File: src/rtl/tvbb_pkg.sv
// ----------------------------------------------------------------------------
// tvbb_pkg: shared types and codes for the TMR voter / bang-bang control unit
// Health codes, action codes, drive encodings and the vote decision struct.
// ----------------------------------------------------------------------------
`default_nettype none

package tvbb_pkg;

    // Port widths fixed by the interface
    localparam int unsigned AVG_W  = 16;
    localparam int unsigned ERR_W  = 17;
    localparam int unsigned SAMPLE_WIDTH_DEF = 16;

    // Filter health codes
    typedef logic [1:0] t_code;
    localparam t_code CODE_DEAD     = 2'd0;
    localparam t_code CODE_OK       = 2'd1;
    localparam t_code CODE_DISAGREE = 2'd2;

    // Filter identifiers; identifier three writes nothing
    localparam logic [1:0] SRC_NONE = 2'd3;

    // Control action codes
    typedef logic [1:0] t_action;
    localparam t_action ACT_POS  = 2'd1;
    localparam t_action ACT_NEG  = 2'd2;
    localparam t_action ACT_ZERO = 2'd3;

    // Plant drive, two-bit signed
    localparam logic [1:0] DRV_POS  = 2'b01;
    localparam logic [1:0] DRV_NEG  = 2'b11;
    localparam logic [1:0] DRV_ZERO = 2'b00;

    typedef t_code [2:0] t_code_vec;

    // Vote decision handed from the voter to the datapath
    typedef struct packed {
        logic      alert;
        logic      use_err;
        logic      sel_second;
        t_code_vec codes;
    } t_vote;

    // Write one health code; later writes win
    function automatic t_code_vec set_code(input t_code_vec codes,
                                           input logic [1:0] id,
                                           input t_code code);
        t_code_vec res;
        res = codes;
        if (id != SRC_NONE) begin
            res[id] = code;
        end
        return res;
    endfunction

endpackage

`default_nettype wire

File: src/rtl/tvbb_vote.sv
// ----------------------------------------------------------------------------
// tvbb_vote: majority vote decision
// From the arrival flags, filter identifiers and the pairwise equality of
// the three samples, decides alert, filter health and which sample drives
// the error.
// ----------------------------------------------------------------------------
`default_nettype none

module tvbb_vote (
    input  wire logic [2:0]        i_got,   // effective arrival, slot order applied
    input  wire logic [2:0][1:0]   i_src,
    input  wire logic              i_eq12,
    input  wire logic              i_eq23,
    input  wire logic              i_eq13,
    output tvbb_pkg::t_vote        o_vote
);

    tvbb_pkg::t_vote w_vote;

    always_comb begin
        w_vote            = '0;
        w_vote.codes      = {3{tvbb_pkg::CODE_DEAD}};
        if (!i_got[0]) begin
            // nothing arrived
            w_vote.alert = 1'b1;
        end else if (!i_got[1]) begin
            // single message: its filter is alive
            w_vote.alert = 1'b1;
            w_vote.codes = tvbb_pkg::set_code(w_vote.codes, i_src[0], tvbb_pkg::CODE_OK);
        end else if (!i_got[2]) begin
            // two messages
            if (i_eq12) begin
                w_vote.use_err = 1'b1;
            end else begin
                w_vote.alert = 1'b1;
                w_vote.codes = tvbb_pkg::set_code(w_vote.codes, i_src[0],
                                                  tvbb_pkg::CODE_DISAGREE);
                w_vote.codes = tvbb_pkg::set_code(w_vote.codes, i_src[1],
                                                  tvbb_pkg::CODE_DISAGREE);
            end
        end else begin
            // three messages
            if (i_eq12 && i_eq23) begin
                w_vote.use_err = 1'b1;
            end else if (i_eq12) begin
                w_vote.alert   = 1'b1;
                w_vote.use_err = 1'b1;
                w_vote.codes = tvbb_pkg::set_code(w_vote.codes, i_src[0], tvbb_pkg::CODE_OK);
                w_vote.codes = tvbb_pkg::set_code(w_vote.codes, i_src[1], tvbb_pkg::CODE_OK);
                w_vote.codes = tvbb_pkg::set_code(w_vote.codes, i_src[2],
                                                  tvbb_pkg::CODE_DISAGREE);
            end else if (i_eq23) begin
                w_vote.alert      = 1'b1;
                w_vote.use_err    = 1'b1;
                w_vote.sel_second = 1'b1;
                w_vote.codes = tvbb_pkg::set_code(w_vote.codes, i_src[2], tvbb_pkg::CODE_OK);
                w_vote.codes = tvbb_pkg::set_code(w_vote.codes, i_src[1], tvbb_pkg::CODE_OK);
                w_vote.codes = tvbb_pkg::set_code(w_vote.codes, i_src[0],
                                                  tvbb_pkg::CODE_DISAGREE);
            end else if (i_eq13) begin
                w_vote.alert   = 1'b1;
                w_vote.use_err = 1'b1;
                w_vote.codes = tvbb_pkg::set_code(w_vote.codes, i_src[0], tvbb_pkg::CODE_OK);
                w_vote.codes = tvbb_pkg::set_code(w_vote.codes, i_src[2], tvbb_pkg::CODE_OK);
                w_vote.codes = tvbb_pkg::set_code(w_vote.codes, i_src[1],
                                                  tvbb_pkg::CODE_DISAGREE);
            end else begin
                w_vote.alert = 1'b1;
                w_vote.codes = {3{tvbb_pkg::CODE_DISAGREE}};
            end
        end
        // codes are reported only with an alert
        if (!w_vote.alert) begin
            w_vote.codes = {3{tvbb_pkg::CODE_DEAD}};
        end
    end

    assign o_vote = w_vote;

endmodule

`default_nettype wire

File: src/rtl/tmr_vote_bang_bang_control_unit.sv
// ----------------------------------------------------------------------------
// tmr_vote_bang_bang_control_unit: TMR majority voter with bang-bang control
// Four register stages lie between the accepted input transaction and the
// result: compare, vote, subtract, saturate/sign.
// Throughput: one transaction per cycle; each stage holds while the stage
// after it is full and stalled.
// Reset clears all stage valid bits; data registers are not reset.
// ----------------------------------------------------------------------------
`default_nettype none

module tmr_vote_bang_bang_control_unit #(
    parameter int unsigned SAMPLE_WIDTH = tvbb_pkg::SAMPLE_WIDTH_DEF
) (
    input  wire logic                        i_clk,
    input  wire logic                        i_rst_n,
    // input channel
    input  wire logic                        i_valid,
    output logic                             o_ready,
    input  wire logic                        i_got_first,
    input  wire logic [1:0]                  i_src_first,
    input  wire logic [tvbb_pkg::AVG_W-1:0]  i_avg_first,
    input  wire logic                        i_got_second,
    input  wire logic [1:0]                  i_src_second,
    input  wire logic [tvbb_pkg::AVG_W-1:0]  i_avg_second,
    input  wire logic                        i_got_third,
    input  wire logic [1:0]                  i_src_third,
    input  wire logic [tvbb_pkg::AVG_W-1:0]  i_avg_third,
    input  wire logic [tvbb_pkg::AVG_W-1:0]  i_setpoint,
    // result channel
    output logic                             o_valid,
    input  wire logic                        i_ready,
    output logic [1:0]                       o_action,
    output logic signed [1:0]                o_drive,
    output logic                             o_alert,
    output logic [1:0]                       o_code_zero,
    output logic [1:0]                       o_code_one,
    output logic [1:0]                       o_code_two,
    output logic signed [tvbb_pkg::ERR_W-1:0] o_error_value
);

    localparam int unsigned SW = SAMPLE_WIDTH;

    // ------------------------------------------------------------------
    // Stage handshake: a stage loads when empty or when it drains
    // ------------------------------------------------------------------
    logic r_v1, r_v2, r_v3, r_v4;
    logic w_rdy1, w_rdy2, w_rdy3, w_rdy4;

    assign w_rdy4  = !r_v4 || i_ready;
    assign w_rdy3  = !r_v3 || w_rdy4;
    assign w_rdy2  = !r_v2 || w_rdy3;
    assign w_rdy1  = !r_v1 || w_rdy2;
    assign o_ready = w_rdy1;

    always_ff @(posedge i_clk) begin
        if (!i_rst_n) begin
            r_v1 <= 1'b0;
            r_v2 <= 1'b0;
            r_v3 <= 1'b0;
            r_v4 <= 1'b0;
        end else begin
            if (w_rdy1) r_v1 <= i_valid;
            if (w_rdy2) r_v2 <= r_v1;
            if (w_rdy3) r_v3 <= r_v2;
            if (w_rdy4) r_v4 <= r_v3;
        end
    end

    // ------------------------------------------------------------------
    // Sample masking or zero extension to SAMPLE_WIDTH bits
    // ------------------------------------------------------------------
    logic [SW-1:0] w_a1, w_a2, w_a3, w_ref;

    if (SW <= tvbb_pkg::AVG_W) begin : g_narrow
        assign w_a1  = i_avg_first[SW-1:0];
        assign w_a2  = i_avg_second[SW-1:0];
        assign w_a3  = i_avg_third[SW-1:0];
        assign w_ref = i_setpoint[SW-1:0];
    end else begin : g_wide
        assign w_a1  = {{(SW-tvbb_pkg::AVG_W){1'b0}}, i_avg_first};
        assign w_a2  = {{(SW-tvbb_pkg::AVG_W){1'b0}}, i_avg_second};
        assign w_a3  = {{(SW-tvbb_pkg::AVG_W){1'b0}}, i_avg_third};
        assign w_ref = {{(SW-tvbb_pkg::AVG_W){1'b0}}, i_setpoint};
    end

    // ------------------------------------------------------------------
    // Stage 1: slot order and pairwise compares
    // ------------------------------------------------------------------
    logic [2:0]      r_got1;
    logic [2:0][1:0] r_src1;
    logic [SW-1:0]   r_a1_1, r_a2_1, r_ref1;
    logic            r_eq12, r_eq23, r_eq13;

    always_ff @(posedge i_clk) begin
        if (w_rdy1) begin
            // a slot counts only after every earlier slot arrived
            r_got1[0] <= i_got_first;
            r_got1[1] <= i_got_first && i_got_second;
            r_got1[2] <= i_got_first && i_got_second && i_got_third;
            r_src1    <= {i_src_third, i_src_second, i_src_first};
            r_a1_1    <= w_a1;
            r_a2_1    <= w_a2;
            r_ref1    <= w_ref;
            r_eq12    <= (w_a1 == w_a2);
            r_eq23    <= (w_a2 == w_a3);
            r_eq13    <= (w_a1 == w_a3);
        end
    end

    // ------------------------------------------------------------------
    // Stage 2: vote decision and voted sample select
    // ------------------------------------------------------------------
    tvbb_pkg::t_vote w_vote;

    tvbb_vote u_vote (
        .i_got  (r_got1),
        .i_src  (r_src1),
        .i_eq12 (r_eq12),
        .i_eq23 (r_eq23),
        .i_eq13 (r_eq13),
        .o_vote (w_vote)
    );

    logic [SW-1:0]       r_voted2, r_ref2;
    logic                r_use2, r_alert2;
    tvbb_pkg::t_code_vec r_codes2;

    always_ff @(posedge i_clk) begin
        if (w_rdy2) begin
            r_voted2 <= w_vote.sel_second ? r_a2_1 : r_a1_1;
            r_ref2   <= r_ref1;
            r_use2   <= w_vote.use_err;
            r_alert2 <= w_vote.alert;
            r_codes2 <= w_vote.codes;
        end
    end

    // ------------------------------------------------------------------
    // Stage 3: error subtract
    // ------------------------------------------------------------------
    logic signed [SW:0]  r_err3;
    logic                r_alert3;
    tvbb_pkg::t_code_vec r_codes3;

    always_ff @(posedge i_clk) begin
        if (w_rdy3) begin
            if (r_use2) begin
                r_err3 <= $signed({1'b0, r_ref2}) - $signed({1'b0, r_voted2});
            end else begin
                r_err3 <= '0;
            end
            r_alert3 <= r_alert2;
            r_codes3 <= r_codes2;
        end
    end

    // ------------------------------------------------------------------
    // Stage 4: sign to action/drive, saturate to the output width
    // ------------------------------------------------------------------
    logic signed [tvbb_pkg::ERR_W-1:0] w_err_sat;
    logic                              w_pos, w_neg;

    assign w_neg = r_err3[SW];
    assign w_pos = !r_err3[SW] && (r_err3 != '0);

    if (SW + 1 <= tvbb_pkg::ERR_W) begin : g_fit
        assign w_err_sat = tvbb_pkg::ERR_W'(r_err3);
    end else begin : g_sat
        localparam logic signed [SW:0] ERR_HI =
            $signed({{(SW-tvbb_pkg::AVG_W){1'b0}}, 17'h0FFFF});
        localparam logic signed [SW:0] ERR_LO =
            $signed({{(SW-tvbb_pkg::AVG_W){1'b1}}, 17'h10000});
        always_comb begin
            if (r_err3 > ERR_HI) begin
                w_err_sat = ERR_HI[tvbb_pkg::ERR_W-1:0];
            end else if (r_err3 < ERR_LO) begin
                w_err_sat = ERR_LO[tvbb_pkg::ERR_W-1:0];
            end else begin
                w_err_sat = r_err3[tvbb_pkg::ERR_W-1:0];
            end
        end
    end

    always_ff @(posedge i_clk) begin
        if (w_rdy4) begin
            if (w_pos) begin
                o_action <= tvbb_pkg::ACT_POS;
                o_drive  <= tvbb_pkg::DRV_POS;
            end else if (w_neg) begin
                o_action <= tvbb_pkg::ACT_NEG;
                o_drive  <= tvbb_pkg::DRV_NEG;
            end else begin
                o_action <= tvbb_pkg::ACT_ZERO;
                o_drive  <= tvbb_pkg::DRV_ZERO;
            end
            o_alert       <= r_alert3;
            o_code_zero   <= r_codes3[0];
            o_code_one    <= r_codes3[1];
            o_code_two    <= r_codes3[2];
            o_error_value <= w_err_sat;
        end
    end

    assign o_valid = r_v4;

endmodule

`default_nettype wire
File: config.mk
export PLATFORM = sky130hd
export DESIGN_NAME = tmr_vote_bang_bang_control_unit
export DESIGN_NICKNAME = d
export VERILOG_FILES = /design/src/rtl/tvbb_pkg.sv /design/src/rtl/tvbb_vote.sv /design/src/rtl/tmr_vote_bang_bang_control_unit.sv
export SDC_FILE = /design/constraint.sdc
export NUM_CORES = 1
export LEC_CHECK = 0
export BUFFER_PORTS_ARGS = -buffer_cell sky130_fd_sc_hd__buf_2
export CAP_MARGIN = 40
export CORE_UTILIZATION = 57
export CTS_CLUSTER_SIZE = 30
export DETAILED_ROUTE_END_ITERATION = 10
export GPL_TIMING_DRIVEN = 0
export PLACE_DENSITY = 0.82
export SETUP_SLACK_MARGIN = 0.5
export SLEW_MARGIN = 25
export SYNTH_ARGS = -nofsm -noshare
export SYNTH_HDL_FRONTEND = slang
export SYNTH_HIERARCHICAL = 1
export SYNTH_SLANG_ARGS = --single-unit
File: constraint.sdc
create_clock -name i_clk -period 3.3 [get_ports i_clk]
set_clock_uncertainty 0.1 [all_clocks]
set_input_delay 0.66 -clock i_clk [delete_from_list [all_inputs] [get_ports i_clk]]
set_output_delay 0.66 -clock i_clk [all_outputs]
set_load 0.005 [all_outputs]
* After elaboration in Yosys (flattened, before gate mapping)
Cells that the tools add are included.
** Cells by class
- $add $sub $neg :: 1
- Multiply operators :: 0
- Divide/modulo/power cells :: 0
- $lt $le $gt $ge :: 6
- Equal/unequal tests :: 6
- Shifts and indexed selects :: 0
- Multiplexer cells :: 81
- Bitwise logic cells :: 19
- Reductions and logical operators :: 19
** Operators by type and width (number)
- $mux W6 :: 54
- $eq A16 B16 Y1 :: 3
- $and A3 B3 Y3 :: 7
- $or A3 B3 Y3 :: 7
- $reduce_bool A17 Y1 :: 1
- $sub A16 B16 Y17 :: 1
- $mux W16 :: 1
- $not A3 Y3 :: 5
- $mux W7 :: 2
- $mux W1 :: 13
- $demux W2 S2 :: 3
- $mux W2 :: 6
- $mux W5 :: 2
- $lt A2 B3 Y1 const B :: 3
- $logic_and A1 B1 Y1 :: 7
- $ge A2 B1 Y1 const B :: 3
- $ne A2 B2 Y1 const B :: 3
- $logic_not A1 Y1 :: 5
- $logic_or A1 B1 Y1 :: 4
- $reduce_and A2 Y1 :: 2
** Storage, ports and cells
- Register bits :: 156
- Latch bits :: 0
- Memory bits (writable) :: 0
- ROM bits :: 0
- Input port bits :: 77
- Output and inout bits :: 30
- Memories kept :: 0

* Logic depth before layout (Yosys ltp)
Gate-level depths: netlist of the first run.
- Word-level depth :: 31
- Mapped depth :: 8
- Gate-level depth less buffers :: 8

* Cells and area by module
The synthesis of the first run kept the hierarchy.
** By module, submodules not included
- tmr_vote_bang_bang_control_unit :: instances 1, cells an instance 404, area an instance 6444.9 sq um
- tvbb_vote :: instances 1, cells an instance 54, area an instance 382.9 sq um

* Worst setup path after synthesis of the first run
OpenSTA, ideal clock, no wires.
- Kind :: input port to output port
- Start point :: input port i_ready
- End point :: output port o_ready
- Arrival :: 2254 ps
- Data required time :: 2540 ps
- Slack :: 286 ps
- Stages on the path :: 3
- Path buffers :: 0
- Cell sequence :: nor2b_1 > and3_1 > nand2_1
** Between the ends
- Word-level cells in the longest chain between the ends :: 4
** Ends and longest elaborated chain
- start, declared :: line tmr_vote_bang_bang_control_unit.sv:31 : input wire logic i_ready,
- $logic_or A1 B1 Y1 :: line tmr_vote_bang_bang_control_unit.sv:49 : assign w_rdy4 = !r_v4 || i_ready;
- $logic_or A1 B1 Y1 :: line tmr_vote_bang_bang_control_unit.sv:50 : assign w_rdy3 = !r_v3 || w_rdy4;
- $logic_or A1 B1 Y1 :: line tmr_vote_bang_bang_control_unit.sv:51 : assign w_rdy2 = !r_v2 || w_rdy3;
- $logic_or A1 B1 Y1 :: line tmr_vote_bang_bang_control_unit.sv:52 : assign w_rdy1 = !r_v1 || w_rdy2;
- end, declared :: line tmr_vote_bang_bang_control_unit.sv:18 : output logic o_ready,
No other way between the ends.

* Worst setup path in the final report of the first run
- Start point :: register r_v4, in the netlist o_valid
- End point :: output port o_ready
** Between the ends
- Word-level cells in the longest chain between the ends :: 5
** Ends and longest elaborated chain
- start, declared :: line tmr_vote_bang_bang_control_unit.sv:46 : logic r_v1, r_v2, r_v3, r_v4;
- start signal, assigned :: line tmr_vote_bang_bang_control_unit.sv:65 : if (w_rdy4) r_v4 <= r_v3;
- $logic_not A1 Y1 :: line tmr_vote_bang_bang_control_unit.sv:49
- $logic_or A1 B1 Y1 :: line tmr_vote_bang_bang_control_unit.sv:49
- $logic_or A1 B1 Y1 :: line tmr_vote_bang_bang_control_unit.sv:50
- $logic_or A1 B1 Y1 :: line tmr_vote_bang_bang_control_unit.sv:51
- $logic_or A1 B1 Y1 :: line tmr_vote_bang_bang_control_unit.sv:52
No other way between the ends.

==> impl_table.tex, run 1 <==
\begin{tabular}{lr}
\hline
Metric & Value \\
\hline
\multicolumn{2}{l}{\textbf{Floorplanning}} \\
\quad Number of ports placed on the die boundary & roughly 110 \\
\quad Number of rows in the core area & 39 \\
\quad Initial core utilization & between 50\% and 60\% \\
\quad Total Die Area & 12400 um\^{}2 \\
\quad Die span in y & 111 um \\
\quad Width of the die & 111 um \\
\quad Floorplan Core Area & about 12000 um\^{}2 \\
\multicolumn{2}{l}{\textbf{Detailed routing}} \\
\quad Via count of the routed design & between 4000 and 5000 \\
\quad Detail-routed net length per standard cell & $\sim$16 um \\
\quad Total Routed Length & 12200 um \\
\quad DRC viols & 6 \\
\quad Starting DRC count in detailed routing & between 400 and 500 \\
\quad Count of antenna-violating nets left after detailed routing & 0 \\
\quad Via-per-instance ratio & 5.65 \\
\quad First-pass iteration count of the detailed router & 10 \\
\multicolumn{2}{l}{\textbf{STA}} \\
\quad Setup repair after global routing missed its margin & no \\
\quad \# setup viols final & 0 \\
\quad Normalized max-slew margin & 47.2\% \\
\quad Time the worst path needs with I/O delays and setup & between 2 and 3 ns \\
\quad Highest achievable clock rate & 0.382 GHz \\
\quad Final slew viol count & 0 \\
\quad Setup TNS Final & 0 ns \\
\quad Slew of the pin with the lowest slew margin & $\sim$0.79 ns \\
\quad Final Hold Fails & 0 \\
\quad Worst path setup slack after routing & a little under 0.7 ns \\
\quad Final worst-path cycle share & around four fifths \\
\multicolumn{2}{l}{\textbf{Final layout}} \\
\quad Area growth from synthesis to layout & 20.6\% \\
\quad Util after Layout & a little under three quarters \\
\quad Total non-filler cell area in the finished layout & 8230 um\^{}2 \\
\quad Ratio of cells with drive above 1 in the final layout & between 20\% and 30\% \\
\quad Total Nets Final & slightly below 700 \\
\quad Ant diodes & 0 \\
\quad Final cell count without fillers & around 740 \\
\quad Filler cell count & a little over 700 \\
\multicolumn{2}{l}{\textbf{Power}} \\
\quad Static leakage & $\sim$0.0033 uW \\
\quad Total power divided by cell area & 569 nW/um\^{}2 \\
\quad Peak VDD IR & approximately 0.32 mV \\
\multicolumn{2}{l}{\textbf{GRT}} \\
\quad Maximum number of pins on one net before global-route repair & 41 \\
\quad Number of global-route vias before repair & between 4000 and 5000 \\
\quad Grt total ovfl & 0 \\
\quad Antenna violations before repair & 0 \\
\quad First-pass GRT wire length & between 15000 and 20000 um \\
\quad Gr usage total & between 20\% and 30\% \\
\multicolumn{2}{l}{\textbf{Yosys}} \\
\quad Net count of the mapped netlist & between 500 and 600 \\
\quad Count of flip-flops with a built-in enable after synthesis & about 150 \\
\quad Synth cell count leaders & sky130\_fd\_sc\_hd\_\_edfxtp\_1, sky130\_fd\_sc\_hd\_\_xnor2\_1, sky130\_fd\_sc\_hd\_\_inv\_1 \\
\quad Count of yosys warnings during synthesis & 6 \\
\quad Mean Syn Cell Area & 14.9 um\^{}2 \\
\quad Main flop type after synthesis & sky130\_fd\_sc\_hd\_\_edfxtp\_1 \\
\quad Share of async-settable or async-resettable flops after synthesis & 0\% \\
\quad Largest cells by area after synthesis & sky130\_fd\_sc\_hd\_\_edfxtp\_1, sky130\_fd\_sc\_hd\_\_xnor2\_1, sky130\_fd\_sc\_hd\_\_ha\_1 \\
\quad Post-synthesis instance total & between 400 and 500 \\
\quad Fraction of post-synthesis cell area in the top cell type by area & between 60\% and 70\% \\
\quad Biggest area consumer among synthesized cells & sky130\_fd\_sc\_hd\_\_edfxtp\_1 \\
\quad Count of distinct cell types in the synthesized netlist & between 60 and 70 \\
\quad Number of storage elements in the synthesis netlist & between 150 and 200 \\
\quad Cell area after synthesis & between 6000 and 7000 um\^{}2 \\
\quad Most used standard cell by instance count after synthesis & sky130\_fd\_sc\_hd\_\_edfxtp\_1 \\
\quad Sequential-to-total area share from yosys stat & between 60\% and 70\% \\
\multicolumn{2}{l}{\textbf{Clock network}} \\
\quad Clock root buffer master & sky130\_fd\_sc\_hd\_\_clkbuf\_16 \\
\quad Maximum buffer depth of the clock tree & 2 \\
\quad CTS H-Tree Depth & 4 \\
\quad Hold buffer count at CTS & 0 \\
\quad Number of buffers inserted during clock tree synthesis & 17 \\
\quad Sink count of the clock tree & roughly 160 \\
\quad Clock tree from TritonCTS & yes \\
\quad Clock-pin slew of the registers on the worst-case setup and hold paths & approximately 0.060 ns \\
\quad Clk Latency, worst-skew pair & $\sim$0.41 ns \\
\multicolumn{2}{l}{\textbf{Worst setup path}} \\
\quad Worst path required time & between 2 and 3 ns \\
\quad CP Launch Type & flip-flop \\
\quad Critical Setup Path Class & reg -> out \\
\quad Critical path capture point type & primary output \\
\quad Maximum fanout along the worst path & 31 \\
\quad Worst endpoint data arrival time & about 1.9 ns \\
\multicolumn{2}{l}{\textbf{Min path}} \\
\quad Path category of the worst min-delay check & reg -> reg \\
\multicolumn{2}{l}{\textbf{Place}} \\
\quad Area of placed instances & $\sim$7600 um\^{}2 \\
\quad Placer's final routability congestion estimate & about 1.0 \\
\quad Number of input and output port buffers inserted & approximately 110 \\
\quad Post-placement cell count & 708 \\
\quad Worst slack after detailed placement & around 0.4 ns \\
\quad Detailed Place HPWL & 8350 um \\
\multicolumn{2}{l}{\textbf{Run}} \\
\quad Count of maximum capacitance violations & 0 \\
\multicolumn{2}{l}{\textbf{Status}} \\
\quad Violations in the final reports & DRC \\
\quad Result of the run & finished, violations left \\
\hline
\end{tabular}
[path summary, 6_finish.rpt]
| kind | startpoint | end | slack [ns] | cells after the start |
|---|---|---|---|---|
| setup / recovery | o_valid | o_ready | 0.68 | 4 |
| hold / removal | r_alert2 | r_alert3 | 0.32 | 0 |
| setup reg to reg | r_voted2[0] | r_err3[14] | 0.84 | 7 |
| hold reg to reg | r_alert2 | r_alert3 | 0.32 | 0 |
[report_power, final]
group	internal (uW)	total [uW]	switching, uW
Clock	1280	2070	790
Combinational	166	350	184
Sequential	2230	2260	28.9
Total	3680	4690	1000
[critical path: stages (launching register included)]
cell                      delay [ns]
sky130_fd_sc_hd__dfxtp_1        0.33
sky130_fd_sc_hd__nor2b_1        0.29
sky130_fd_sc_hd__and3_2         0.40
sky130_fd_sc_hd__nand2_8        0.21
sky130_fd_sc_hd__buf_2          0.20
[final cells by class]
type / count / area [um^2] / share of cell area (%)
buffer: 10 / 71.3 / 0.866
clock buffer: 17 / 425 / 5.17
clock inverter: 15 / 213 / 2.58
inverter: 23 / 86.3 / 1.05
multi-input combinational: 270 / 2050 / 25.0
sequential: 156 / 4640 / 56.4
tap: 143 / 179 / 2.17
timing repair buffer: 108 / 561 / 6.81
[per-stage QoR]
| step | hold slack [ns] | total power (uW) |
|---|---|---|
| 6_report | 0.316 | 4690 |
| 5_1_grt | 0.301 | 4840 |
| 4_1_cts | 0.303 | 4710 |
| 3_5_place_dp | 0.305 | 2640 |
| 3_3_place_gp | 0.303 | 2630 |
| 2_1_floorplan | 0.300 | 2510 |
[logic make-up (layout without fill, tap and decap cells)]
| kind of cell | count (synthesis) | after routing | share of synthesized area [%] |
|---|---|---|---|
| buffers and inverters | 33 | 173 | 2.31 |
| AOI/OAI and AO/OA | 73 | 73 | 7.57 |
| muxes | 19 | 19 | 3.08 |
| and+or+nand+nor | 108 | 109 | 9.13 |
| adders and majority gates | 17 | 17 | 3.23 |
| DFF | 156 | 156 | 68.0 |
| xor gates and xnor gates | 52 | 52 | 6.67 |
[state kept, by name, indices dropped and copies added (netlist names), 2 cells and up]
register,count
o_action,2
o_code_one,2
o_code_two,2
o_code_zero,2
o_drive,2
o_error_value,17
r_a1_1,16
r_a2_1,16
r_codes2,6
r_codes3,6
r_err3,17
r_got1,3
r_ref1,16
r_ref2,16
r_src1,6
r_voted2,16
[routing by layer]
metal / global-route usage (%) / part of all wire (%) / vias to the layer above
li1: - / - / 2003
met5: 0 / 0 / -
met4: 9.73 / 2.5 / 0
met1: 23.9 / 40 / 1959
met3: 5.82 / 7.0 / 32
met2: 36.6 / 50 / 200
[layout by cell type (no fill, tap or decap), types with 5 or more instances in the layout]
master / instances
sky130_fd_sc_hd__edfxtp_1: 152
sky130_fd_sc_hd__buf_2: 107
sky130_fd_sc_hd__xnor2_1: 51
sky130_fd_sc_hd__inv_1: 22
sky130_fd_sc_hd__a21oi_1: 19
sky130_fd_sc_hd__nand2_1: 17
sky130_fd_sc_hd__clkbuf_16: 17
sky130_fd_sc_hd__mux2_2: 16
sky130_fd_sc_hd__nand4_1: 16
sky130_fd_sc_hd__ha_1: 16
sky130_fd_sc_hd__nor2_1: 14
sky130_fd_sc_hd__nand2b_1: 12
sky130_fd_sc_hd__nor3_1: 11
sky130_fd_sc_hd__o21ai_0: 10
sky130_fd_sc_hd__nor2b_1: 8
sky130_fd_sc_hd__nor4_1: 8
sky130_fd_sc_hd__a21o_1: 7
sky130_fd_sc_hd__o21a_1: 5
[what timing repair did]
action,CTS,global route
endpoints found under the setup margin,1,0
resized for setup,2,0
buffers inserted,0,0
(Power assumes the default switching activity.)
==> run 2, diff against run 1 <==
--- a/config.mk
+++ b/config.mk
@@ -7,11 +7,11 @@
 export LEC_CHECK = 0
 export BUFFER_PORTS_ARGS = -buffer_cell sky130_fd_sc_hd__buf_2
 export CAP_MARGIN = 40
-export CORE_UTILIZATION = 57
+export CORE_UTILIZATION = 51
 export CTS_CLUSTER_SIZE = 30
 export DETAILED_ROUTE_END_ITERATION = 10
 export GPL_TIMING_DRIVEN = 0
-export PLACE_DENSITY = 0.82
+export PLACE_DENSITY = 0.78
 export SETUP_SLACK_MARGIN = 0.5
 export SLEW_MARGIN = 25
 export SYNTH_ARGS = -nofsm -noshare
==> constraint.sdc (replaced) <==
create_clock -name i_clk -period 2.32 [get_ports i_clk]
set_clock_uncertainty 0.1 [all_clocks]
set_input_delay 0.464 -clock i_clk [delete_from_list [all_inputs] [get_ports i_clk]]
set_output_delay 0.464 -clock i_clk [all_outputs]
set_load 0.005 [all_outputs]
==> run 2 against run 1 <==
  * The flow finishes with violations (setup timing)
  * Setup slack got worse by 0.69 ns
  * Clock-buffer cell count rose by 3
  * Register-to-register slack got worse by 0.85 ns
  * Global-route usage shrank 0.61 points
  * Total power up 40%
  * Die area rose by 12%
  * Cell count is 7.3% higher
  * Sequential power rose by 42%
  * Clock power rose by 32%
  * Final area up 6.9%
  * Sequential share of layout area fell by 3.6 points
  * Flip-flop and latch count stayed put
  * Highest routed layer unchanged
==> impl_table.tex, run 2 (same netlist as run 1, synthesis figures left out) <==
\begin{tabular}{lr}
\hline
Metric & Value \\
\hline
\multicolumn{2}{l}{\textbf{Final layout}} \\
\quad Area used by sequential logic in the layout & 4650 um\^{}2 (about the same) \\
\quad Most common library cell in the layout ignoring fill and taps & sky130\_fd\_sc\_hd\_\_edfxtp\_1 \\
\quad Leading cell types in the layout, fill and taps excluded & sky130\_fd\_sc\_hd\_\_edfxtp\_1, sky130\_fd\_sc\_hd\_\_buf\_2, sky130\_fd\_sc\_hd\_\_xnor2\_1, sky130\_fd\_sc\_hd\_\_inv\_1, sky130\_fd\_sc\_hd\_\_buf\_4 \\
\quad Registers with the most flip-flops & o\_error\_value x17, r\_err3 x17 \\
\quad Ratio of cells with drive above 1 in the final layout & 38.1\% (+8.3 points) \\
\quad Util after Layout & 68.7\% (-2.5 points) \\
\quad Area growth from synthesis to layout & 29.0\% \\
\quad Final cell count without fillers & 796 (+7.3\%) \\
\quad Filler cell count & 911 (+28\%) \\
\quad Total non-filler cell area in the finished layout & 8810 um\^{}2 (+6.9\%) \\
\quad Ant diodes & 0 (unchanged) \\
\quad Area occupied by multi-input gates & 2360 um\^{}2 (+15\%) \\
\quad Total Nets Final & 705 (+3.7\%) \\
\multicolumn{2}{l}{\textbf{Power}} \\
\quad Switching power & 1510 uW (+50\%) \\
\quad Cell-internal power & 5060 uW (+37\%) \\
\quad Switching power share of the total & 23.0\% (+1.6 points) \\
\quad Static leakage & 0.00353 uW (+6.5\%) \\
\quad Combinational Power Share & 9.1\% (+1.6 points) \\
\quad Total power divided by cell area & 746 nW/um\^{}2 (+31\%) \\
\quad Sequential group share of total power & 49.1\% (+0.8 points) \\
\quad Power after layout & 6570 uW (+40\%) \\
\quad Peak VDD IR & 0.445 mV (+40\%) \\
\quad Clk network pwr share & 41.8\% (-2.4 points) \\
\multicolumn{2}{l}{\textbf{Clock network}} \\
\quad Hold buffer count at CTS & 0 (unchanged) \\
\quad Clock tree from TritonCTS & yes \\
\quad Clock-pin slew of the registers on the worst-case setup and hold paths & 0.06 ns (about the same) \\
\quad Sink count of the clock tree & 156 (unchanged) \\
\quad Number of buffers inserted during clock tree synthesis & 17 (unchanged) \\
\quad Maximum buffer depth of the clock tree & 2 (unchanged) \\
\quad Clock root buffer master & sky130\_fd\_sc\_hd\_\_clkbuf\_16 \\
\quad CTS H-Tree Depth & 4 (unchanged) \\
\quad Clk Latency, worst-skew pair & 0.42 ns (about the same) \\
\multicolumn{2}{l}{\textbf{Place}} \\
\quad Placer's final routability congestion estimate & 0.859 (-15\%) \\
\quad Detailed Place HPWL & 8700 um (+4.2\%) \\
\quad Area of placed instances & 7680 um\^{}2 (+1.6\%) \\
\quad Post-placement cell count & 737 (+4.1\%) \\
\quad Number of input and output port buffers inserted & 106 (unchanged) \\
\multicolumn{2}{l}{\textbf{GRT}} \\
\quad Maximum number of pins on one net before global-route repair & 31 (-24\%) \\
\quad Grt total ovfl & 0 (unchanged) \\
\quad Antenna violations before repair & 1 (+1) \\
\quad Gr usage total & 20.3\% (-0.61 points) \\
\quad First-pass GRT wire length & 21300 um (+7.0\%) \\
\quad Number of global-route vias before repair & 4215 (+0.86\%) \\
\multicolumn{2}{l}{\textbf{Floorplanning}} \\
\quad Number of rows in the core area & 41 (+5.1\%) \\
\quad Number of ports placed on the die boundary & 107 (unchanged) \\
\quad Die span in y & 118 um (+5.6\%) \\
\quad Width of the die & 118 um (+5.6\%) \\
\quad Total Die Area & 13900 um\^{}2 (+12\%) \\
\quad Floorplan Core Area & 12800 um\^{}2 (+11\%) \\
\quad Initial core utilization & 53.2\% (-5.8 points) \\
\multicolumn{2}{l}{\textbf{Min path}} \\
\quad Path category of the worst min-delay check & in -> reg \\
\multicolumn{2}{l}{\textbf{Worst setup path}} \\
\quad Cell class contributing the biggest share of worst-path delay & adder cells \\
\quad Maximum fanout along the worst path & 3 (-90\%) \\
\quad Critical path buffer and inverter count & 2 (+1) \\
\quad Worst endpoint data arrival time & 2.39 ns (+0.53 ns) \\
\quad CP max-delay cell & sky130\_fd\_sc\_hd\_\_edfxtp\_1 \\
\quad Ordered cell list for the critical path & inv\_2, ha\_2, fa\_2, and2b\_4, o2111ai\_4, buf\_4, a21oi\_4, o21ai\_0, nor3b\_1 \\
\quad Critical path capture point type & flip-flop \\
\quad Largest stage delay on the critical path & 0.34 ns (-0.06 ns) \\
\quad Worst path required time & 2.38 ns (-0.16 ns) \\
\quad Critical Setup Path Class & reg -> reg \\
\quad CP Launch Type & flip-flop \\
\multicolumn{2}{l}{\textbf{Run}} \\
\quad Count of maximum capacitance violations & 0 (unchanged) \\
\multicolumn{2}{l}{\textbf{Detailed routing}} \\
\quad Count of antenna-violating nets left after detailed routing & 0 (unchanged) \\
\quad Total Routed Length & 13600 um (+11\%) \\
\quad Via-per-instance ratio & 5.49 (-2.8\%) \\
\quad First-pass iteration count of the detailed router & 5 (-5) \\
\quad Via count of the routed design & 4373 (+4.3\%) \\
\quad Detail-routed net length per standard cell & 17.1 um (+3.9\%) \\
\quad Starting DRC count in detailed routing & 368 (-9.8\%) \\
\quad DRC viols & 0 (-6) \\
\multicolumn{2}{l}{\textbf{STA}} \\
\quad Setup repair after global routing missed its margin & yes \\
\quad Final worst-path cycle share & 100\% \\
\quad Time the worst path needs with I/O delays and setup & around 2.3 ns \\
\quad \# setup viols final & 1 (+1) \\
\quad Worst path setup slack after routing & -0.00701 ns (-0.689 ns) \\
\quad Normalized max-slew margin & 61.3\% (+14 points) \\
\quad Slew of the pin with the lowest slew margin & 0.580 ns (-0.210 ns) \\
\quad Final Hold Fails & 0 (unchanged) \\
\quad Final slew viol count & 0 (unchanged) \\
\quad Highest achievable clock rate & around 0.43 GHz \\
\multicolumn{2}{l}{\textbf{Status}} \\
\quad Violations in the final reports & setup timing \\
\quad Result of the run & finished, violations left \\
\hline
\end{tabular}
==> run 2: cell types whose count changed in the layout (fill, tap and decap cells not counted), moves of 4 or more <==
cell / delta
sky130_fd_sc_hd__a21oi_2: +4
sky130_fd_sc_hd__a21oi_1: -7
sky130_fd_sc_hd__buf_4: +19
sky130_fd_sc_hd__mux2_2: -16
sky130_fd_sc_hd__ha_1: -6
sky130_fd_sc_hd__buf_6: +4
sky130_fd_sc_hd__mux2_4: +16
==> run 2: power by group through the flow <==
stage	clock network (uW)	logic (uW)	registers, uW
floorplan	0	321	3270
global placement	0	490	3270
detailed placement	0	501	3280
CTS	2760	545	3220
global route	2880	647	3230
finish	2740	600	3220
==> run 2: cell type report <==
type	count	area share [%]
Clock inverter	12	1.42
Multi-Input combinational cell	271	26.8
Sequential cell	156	52.8
Timing Repair Buffer	131	8.99
Inverter	23	1.02
Timing Repair inverter	1	0.0853
Clock buffer	20	5.30
Buffer	10	1.15
Tap cell	172	2.44
==> run 2: worst paths after layout <==
path                                       to  cells after the start      startpoint  slack [ns]
worst max-delay path                r_err3[8]                      9       r_ref2[0]      -0.007
worst min-delay path               r_ref1[10]                      1  i_setpoint[10]        0.12
worst min register to register  o_code_one[0]                      0     r_codes3[2]        0.32
worst max register to register      r_err3[8]                      9       r_ref2[0]      -0.007
==> run 2: metrics by stage <==
stage / worst slack [ns] / hold WS (ns) / TNS [ns]
after floorplan: 0.151 / 0.300 / 0
after global placement: 0.0277 / 0.304 / 0
after detailed placement: 0.000906 / 0.305 / 0
after CTS: 0.0159 / 0.110 / 0
after global routing: -0.103 / 0.104 / -0.238
final: -0.00701 / 0.120 / -0.00701
==> run 2: routing by layer <==
metal	track usage [%]	share of wire [%]	vias to the layer above
met1	24.4	41	2102
met4	8.65	2.8	0
li1	-	-	2049
met3	6.15	6.6	31
met5	0	0	-
met2	33.8	50	191
==> run 2: repair_timing <==
item | in CTS | in global routing
cloned | 4 | 0
gates resized for setup | 38 | 32
setup buffers | 16 | 6
pin swaps | 13 | 10
endpoints found under the setup margin | 69 | 32
